[src/hw/rtl/sha_pkg.sv]
// SHA-512 shared types, constants and round functions.
// Used by the front end, the compression core and the top level.
package sha_pkg;

    typedef logic [63:0] t_word;

    // classified transaction passed from front end to core
    typedef struct packed {
        t_word      word;
        logic       is_last;
        logic [3:0] count;
    } t_cmd;

    localparam int unsigned QUEUE_DEPTH = 4;
    localparam int unsigned QPTR_W      = 2;

    localparam t_word INIT_H [8] = '{
        64'h6a09e667f3bcc908, 64'hbb67ae8584caa73b, 64'h3c6ef372fe94f82b,
        64'ha54ff53a5f1d36f1, 64'h510e527fade682d1, 64'h9b05688c2b3e6c1f,
        64'h1f83d9abfb41bd6b, 64'h5be0cd19137e2179};

    localparam t_word ROUND_K [80] = '{
        64'h428a2f98d728ae22, 64'h7137449123ef65cd, 64'hb5c0fbcfec4d3b2f, 64'he9b5dba58189dbbc,
        64'h3956c25bf348b538, 64'h59f111f1b605d019, 64'h923f82a4af194f9b, 64'hab1c5ed5da6d8118,
        64'hd807aa98a3030242, 64'h12835b0145706fbe, 64'h243185be4ee4b28c, 64'h550c7dc3d5ffb4e2,
        64'h72be5d74f27b896f, 64'h80deb1fe3b1696b1, 64'h9bdc06a725c71235, 64'hc19bf174cf692694,
        64'he49b69c19ef14ad2, 64'hefbe4786384f25e3, 64'h0fc19dc68b8cd5b5, 64'h240ca1cc77ac9c65,
        64'h2de92c6f592b0275, 64'h4a7484aa6ea6e483, 64'h5cb0a9dcbd41fbd4, 64'h76f988da831153b5,
        64'h983e5152ee66dfab, 64'ha831c66d2db43210, 64'hb00327c898fb213f, 64'hbf597fc7beef0ee4,
        64'hc6e00bf33da88fc2, 64'hd5a79147930aa725, 64'h06ca6351e003826f, 64'h142929670a0e6e70,
        64'h27b70a8546d22ffc, 64'h2e1b21385c26c926, 64'h4d2c6dfc5ac42aed, 64'h53380d139d95b3df,
        64'h650a73548baf63de, 64'h766a0abb3c77b2a8, 64'h81c2c92e47edaee6, 64'h92722c851482353b,
        64'ha2bfe8a14cf10364, 64'ha81a664bbc423001, 64'hc24b8b70d0f89791, 64'hc76c51a30654be30,
        64'hd192e819d6ef5218, 64'hd69906245565a910, 64'hf40e35855771202a, 64'h106aa07032bbd1b8,
        64'h19a4c116b8d2d0c8, 64'h1e376c085141ab53, 64'h2748774cdf8eeb99, 64'h34b0bcb5e19b48a8,
        64'h391c0cb3c5c95a63, 64'h4ed8aa4ae3418acb, 64'h5b9cca4f7763e373, 64'h682e6ff3d6b2b8a3,
        64'h748f82ee5defb2fc, 64'h78a5636f43172f60, 64'h84c87814a1f0ab72, 64'h8cc702081a6439ec,
        64'h90befffa23631e28, 64'ha4506cebde82bde9, 64'hbef9a3f7b2c67915, 64'hc67178f2e372532b,
        64'hca273eceea26619c, 64'hd186b8c721c0c207, 64'heada7dd6cde0eb1e, 64'hf57d4f7fee6ed178,
        64'h06f067aa72176fba, 64'h0a637dc5a2c898a6, 64'h113f9804bef90dae, 64'h1b710b35131c471b,
        64'h28db77f523047d84, 64'h32caab7b40c72493, 64'h3c9ebe0a15c9bebc, 64'h431d67c49c100d4c,
        64'h4cc5d4becb3e42b6, 64'h597f299cfc657e2a, 64'h5fcb6fab3ad6faec, 64'h6c44198c4a475817};

    function automatic t_word ror64(input t_word v, input int unsigned n);
        ror64 = (v >> n) | (v << (64 - n));
    endfunction

    function automatic t_word sig0(input t_word x);
        sig0 = ror64(x, 1) ^ ror64(x, 8) ^ (x >> 7);
    endfunction

    function automatic t_word sig1(input t_word x);
        sig1 = ror64(x, 19) ^ ror64(x, 61) ^ (x >> 6);
    endfunction

endpackage

[src/hw/rtl/sha_front.sv]
// Front end: accepts message transactions into a short queue.
// Depends on sha_pkg.
module sha_front import sha_pkg::*; (
    input  logic       i_clk,
    input  logic       i_rst_n,
    input  logic       i_valid,
    output logic       o_stall,
    input  logic [63:0] i_data_word,
    input  logic [3:0] i_byte_count,
    input  logic       i_last_word,
    output logic       o_cmd_valid,
    output t_cmd       o_cmd,
    input  logic       i_cmd_pop
);
    t_cmd              r_mem [QUEUE_DEPTH];
    logic [QPTR_W-1:0] r_wp, r_rp;
    logic [QPTR_W:0]   r_cnt;
    logic              push;
    logic [3:0]        sat;

    assign o_stall     = (r_cnt == 3'(QUEUE_DEPTH));
    assign push        = i_valid && !o_stall;
    assign o_cmd_valid = (r_cnt != '0);
    assign o_cmd       = r_mem[r_rp];
    // saturate count on last, force eight otherwise
    assign sat = !i_last_word ? 4'd8 : (i_byte_count > 4'd8 ? 4'd8 : i_byte_count);

    // store classified transaction
    always_ff @(posedge i_clk) begin
        if (push) begin
            r_mem[r_wp] <= '{word: i_data_word, is_last: i_last_word, count: sat};
        end
    end

    // advance pointers
    always_ff @(posedge i_clk) begin
        if (!i_rst_n) begin
            r_wp <= '0; r_rp <= '0; r_cnt <= '0;
        end else begin
            if (push) r_wp <= r_wp + 1'b1;
            if (i_cmd_pop) r_rp <= r_rp + 1'b1;
            r_cnt <= r_cnt + {2'b0, push} - {2'b0, i_cmd_pop};
        end
    end

    a_no_pop_empty: assert property (@(posedge i_clk) disable iff (!i_rst_n)
        i_cmd_pop |-> o_cmd_valid) else $error("pop from empty queue");
    a_cnt_range: assert property (@(posedge i_clk) disable iff (!i_rst_n)
        r_cnt <= 3'(QUEUE_DEPTH)) else $error("queue count overflow");
    a_full_stall: assert property (@(posedge i_clk) disable iff (!i_rst_n)
        (r_cnt == 3'(QUEUE_DEPTH)) |-> o_stall) else $error("no stall when full");
endmodule

[config.mk]
export PLATFORM = sky130hd
export DESIGN_NAME = sha_front
export DESIGN_NICKNAME = d
export VERILOG_FILES = /design/src/hw/rtl/sha_pkg.sv /design/src/hw/rtl/sha_front.sv
export SDC_FILE = /design/constraint.sdc
export NUM_CORES = 1
export LEC_CHECK = 0
export ABC_AREA = 1
export BUFFER_PORTS_ARGS = -buffer_cell sky130_fd_sc_hd__buf_2
export CAP_MARGIN = 40
export CORE_MARGIN = 5
export CORE_UTILIZATION = 30
export DETAILED_ROUTE_END_ITERATION = 8
export GPL_TIMING_DRIVEN = 0
export HOLD_SLACK_MARGIN = 0.05
export PLACE_DENSITY = 0.55
export SLEW_MARGIN = 0
export SYNTH_ARGS = -nofsm -noshare
export SYNTH_HDL_FRONTEND = slang
export SYNTH_SLANG_ARGS = --single-unit
[constraint.sdc]
create_clock -name i_clk -period 4.3 [get_ports i_clk]
set_clock_uncertainty 0.05 [all_clocks]
set_input_delay 0.43 -clock i_clk [delete_from_list [all_inputs] [get_ports i_clk]]
set_output_delay 0.43 -clock i_clk [all_outputs]
set_load 0.05 [all_outputs]
---- Word level (Yosys, flattened, before mapping) ----
Memory sizes are Yosys's and may differ from the RTL's. A register that Yosys moved wholly into a read port is not among the register bits.
Cells that the tools add are included.
storage, ports and cells
  register bits ........................... 7
  memory bits (writable) .................. 276
  input port bits ......................... 73
  output and inout bits ................... 71
  logic and storage cells ................. 19
  memories ................................ 1
memory list
  name   words  bits a word  read ports  clocked after Yosys merged registers in  wr ports  RTL line         text
  r_mem  4      69           1           1                                        1         sha_front.sv:15  t_cmd r_mem [QUEUE_DEPTH];
operators by class
  add/subtract/negate cells ............... 4
  $lt $le $gt $ge ......................... 1
  equality and inequality tests ........... 1
  multiplexer cells ....................... 6
  reduce and logical (&&, ||, !) cells .... 3
operators with widths
  kind                 count
  $mux 4               2
  $add 2x1->2 const B  2
  $gt 4x4->1 const B   1
  $mux 2               2
  $add 3x1->3          1
  $eq 3x3->1 const B   1
  $reduce_bool 3->1    1
  $sub 3x1->3          1
  $mux 1               2
  $logic_and 1x1->1    1
  $logic_not 1->1      1

---- Longest topological paths before layout ----
  depth in word-level cells ............... 5
  gate-level depth with buffers ........... 11

---- Least setup slack after synthesis ----
Ideal clock, no wire load.
  path type ............................... reg2reg
  start point ............................. reg r_cnt[1]
  end point ............................... mem r_mem[0][0] in the netlist's numbering (enable)
  setup time .............................. 0.497 ns
  data arrival time ....................... 3.580 ns
  data required time ...................... 3.753 ns
  slack ................................... 0.174 ns
  stages on the path, launching flop included .. 5
  buffers on the path ..................... 0
  period minus slack after synthesis ...... 4.126 ns
  path through ............................ dfxtp_1 nor2_1 nand2_1 nand2_1 nor2_1
on the way
  word-level cells in the longest chain between the ends .. 5
ends and longest elaborated chain
  what                          RTL line         text
  start: declaration            sha_front.sv:17  logic [QPTR_W:0] r_cnt;
  start signal: assignment      sha_front.sv:42  r_cnt <= r_cnt + {2'b0, push} - {2'b0, i_cmd_pop};
  $eq 3x3->1                    sha_front.sv:21  assign o_stall = (r_cnt == 3'(QUEUE_DEPTH));
  $logic_not 1->1               sha_front.sv:22  assign push = i_valid && !o_stall;
  $logic_and 1x1->1             sha_front.sv:22
  $mux 1                        sha_front.sv:30  if (push) begin
  $mux 1 (not written as such)  sha_front.sv:31  r_mem[r_wp] <= '{word: i_data_word, is_last: i_last_word, count: sat};
  end: declaration              sha_front.sv:15
Every way passes these cells.

==> flow_summary.json <==
{
  "core_area_mm2": 0.0354,
  "grt_util_all_layers_pct": 13.2,
  "die_h_um": 199,
  "synth-warning-count": 0,
  "setup_viol": 0,
  "grt_pass1_wl_um": 40500,
  "gp_congestion": 0.737,
  "cts_max_level": 1,
  "period_needed_ns": 2.89,
  "grt_max_degree": 26,
  "io_buffers": 143,
  "syn_inst": 734,
  "clk_pin_slew_ns": 0.06,
  "period_share_pct": 67.2,
  "cts_root_buf": "clkbuf_16",
  "drt_first_pass_iters": 4,
  "synth_seq_cells": 285,
  "p_seq_share_pct": 44.9,
  "synth_cell_type_count": 21,
  "dp.final_hpwl_um": 16800,
  "cp_max_fo": 10,
  "start_kind": "flop",
  "fin_setup_tns_ns": 0,
  "tritoncts": "done",
  "drt-met1-wl_um": 11600,
  "cellLeakagePower_uw": 0.00499,
  "netSwitchingFraction_pct": 29.1,
  "die_x_um": 199,
  "wl_met2_um": 13200,
  "max_cap_viol_count": 0,
  "initial_core_util_pct": 30.3,
  "synthArstFlopShare_pct": 0,
  "top_layer": "met4",
  "cp_data_required_time_ns": 3.82,
  "yosys.area.top_type": "edfxtp_1",
  "dieArea_mm2": 0.0396,
  "via_per_inst": 4.56,
  "final_common_cell": "edfxtp_1",
  "power_frac_comb_pct": 19.8,
  "drt-initial-drc-count": 298,
  "cts_num_sinks": 285,
  "ys.flop_type": "edfxtp_1",
  "layout.cells.non_filler": 1472,
  "ctsLongestPathBuffers": 3,
  "irDropWorstVdd_v": 0.000320,
  "critical_path_class": "flop to primary output",
  "clock_power_share_pct": 35.3,
  "final_cell_mix": "edfxtp_1, buf_2, nor2_1, o21ai_0, o22ai_1",
  "critPathCaptureType": "primary output",
  "drc_errors": 0,
  "cts_made_buffers": 31,
  "postCtsSetupBuffers": 0,
  "internal_power_uw": 5480,
  "yosys.area.top_type_share_pct": 77.3,
  "grt_setup_unrepaired": "no",
  "row_count": 69,
  "ios": 144,
  "vias": 6712,
  "drv_slew": 0,
  "synth_fp_nets": 814,
  "hold_class": "primary input to flop",
  "insertion_delay_ns": 0.55,
  "diodes": 0,
  "arrival_ns": 2.41,
  "p_per_area_mw_per_mm2": 551,
  "place_ws_ns": 1.86,
  "ys_seq_area_share_pct": 79.0,
  "status": "finished, final reports clean",
  "power.switching_uw": 2250,
  "syn_to_final_growth_pct": 30.9,
  "finalHoldViolCount": 0,
  "drive_above_1_share_pct": 23.9,
  "wl_met3_um": 1630,
  "final_nets": 1067,
  "grt.overflow.total": 0,
  "setup_ws_ns": 1.41,
  "post-place-cells": 1350,
  "synth-edff-count": 276,
  "wl_per_cell_um": 18.2,
  "fmax_mhz": 346,
  "first_global_vias": 6986,
  "synth_area_per_cell_um2": 14.6,
  "relSlewSlack_pct": 50.8,
  "yosys-top-cells-area": "edfxtp_1, nor2_1, o21ai_0, o22ai_1, o21ai_1",
  "p_total_uw": 7730,
  "wirelength_um": 26800,
  "tightest_slew_ns": 0.736,
  "antenna_found_initial": 0,
  "netlist_area_mm2": 0.0107,
  "ant_nets": 0
}
[layer usage]
layer  up-vias  GRT usage [%]
met2       172           23.0
met5         -              0
met1      3251           16.9
li1       3254              -
met4         0           3.04
met3        35           2.91
[sequential cells by signal, summed over array words and instances, names as in the netlist, named ones only]
signal  flops
r_mem     276
r_cnt       3
r_rp        2
r_wp        2
[cells in the mapped netlist, types with 2 or more instances]
| master | instances |
|---|---|
| clkbuf_1 | 14 |
| a21oi_1 | 4 |
| nand2_1 | 9 |
| buf_6 | 11 |
| edfxtp_1 | 276 |
| clkbuf_2 | 3 |
| inv_1 | 17 |
| nand3_1 | 3 |
| buf_4 | 7 |
| o21ai_1 | 52 |
| or2_2 | 2 |
| nor2_1 | 152 |
| o22ai_1 | 69 |
| ha_1 | 6 |
| buf_2 | 8 |
| o21ai_0 | 88 |
| dfxtp_1 | 9 |
[cell type report]
class                      instances  area (um^2)
clock inverter                    24          269
buffer                            44          299
tap                              461          577
multi-input combinational        386         1910
sequential                       285         8470
fill                            3310        21400
clock buffer                      33          783
timing repair buffer             220         1650
inverter                          19         73.8
[cells by family (layout without fill, tap and decap cells)]
group           after synthesis  in the layout  synth area share, %
flops                       285            285                 79.0
compound gates              213            213                 10.7
simple gates                166            166                 5.89
buf+inv                      63            340                 3.48
fa+ha+maj                     7              7                0.887
[timing repair]
action                                 4_1_cts  5_1_grt
setup endpoints to repair                    0        0
endpoints found under the hold margin      260        0
gates resized for setup                      0        0
hold buffers                                65        0
[power groups by stage]
stage	combinational, uW	sequential [uW]	clock (uW)
floorplan	967	3550	0
global placement	1390	3600	0
detailed placement	1520	3530	0
CTS	1570	3470	2800
global route	1650	3500	2910
finish	1530	3470	2730
[through the flow]
| step | hold slack (ns) | area (um^2) | util, % |
|---|---|---|---|
| 4_1_cts | 0.0744 | 14000 | 39.6 |
| 5_1_grt | 0.101 | 14000 | 39.6 |
| 3_3_place_gp | 0.387 | 12000 | 33.9 |
| 3_5_place_dp | 0.383 | 12300 | 34.8 |
| 6_report | 0.108 | 14000 | 39.6 |
| 2_1_floorplan | 0.362 | 10700 | - |
[critical path: stages (launching register included)]
cell and delay (ns):
dfxtp_1 0.46, inv_2 0.25, buf_2 0.29, buf_2 0.28, o21ai_1 0.10, o22ai_1 0.17, buf_2 0.31
[worst paths after layout]
path,endpoint,start,slack (ns),cells past startpoint
max,o_cmd[56],flop,1.41,6
min,r_cnt[1],i_rst_n,0.11,3
max reg2reg,r_mem[0][50],r_cnt[1],1.90,6
min reg2reg,r_rp[1],r_rp[1],0.42,1
(Power assumes the default switching activity.)
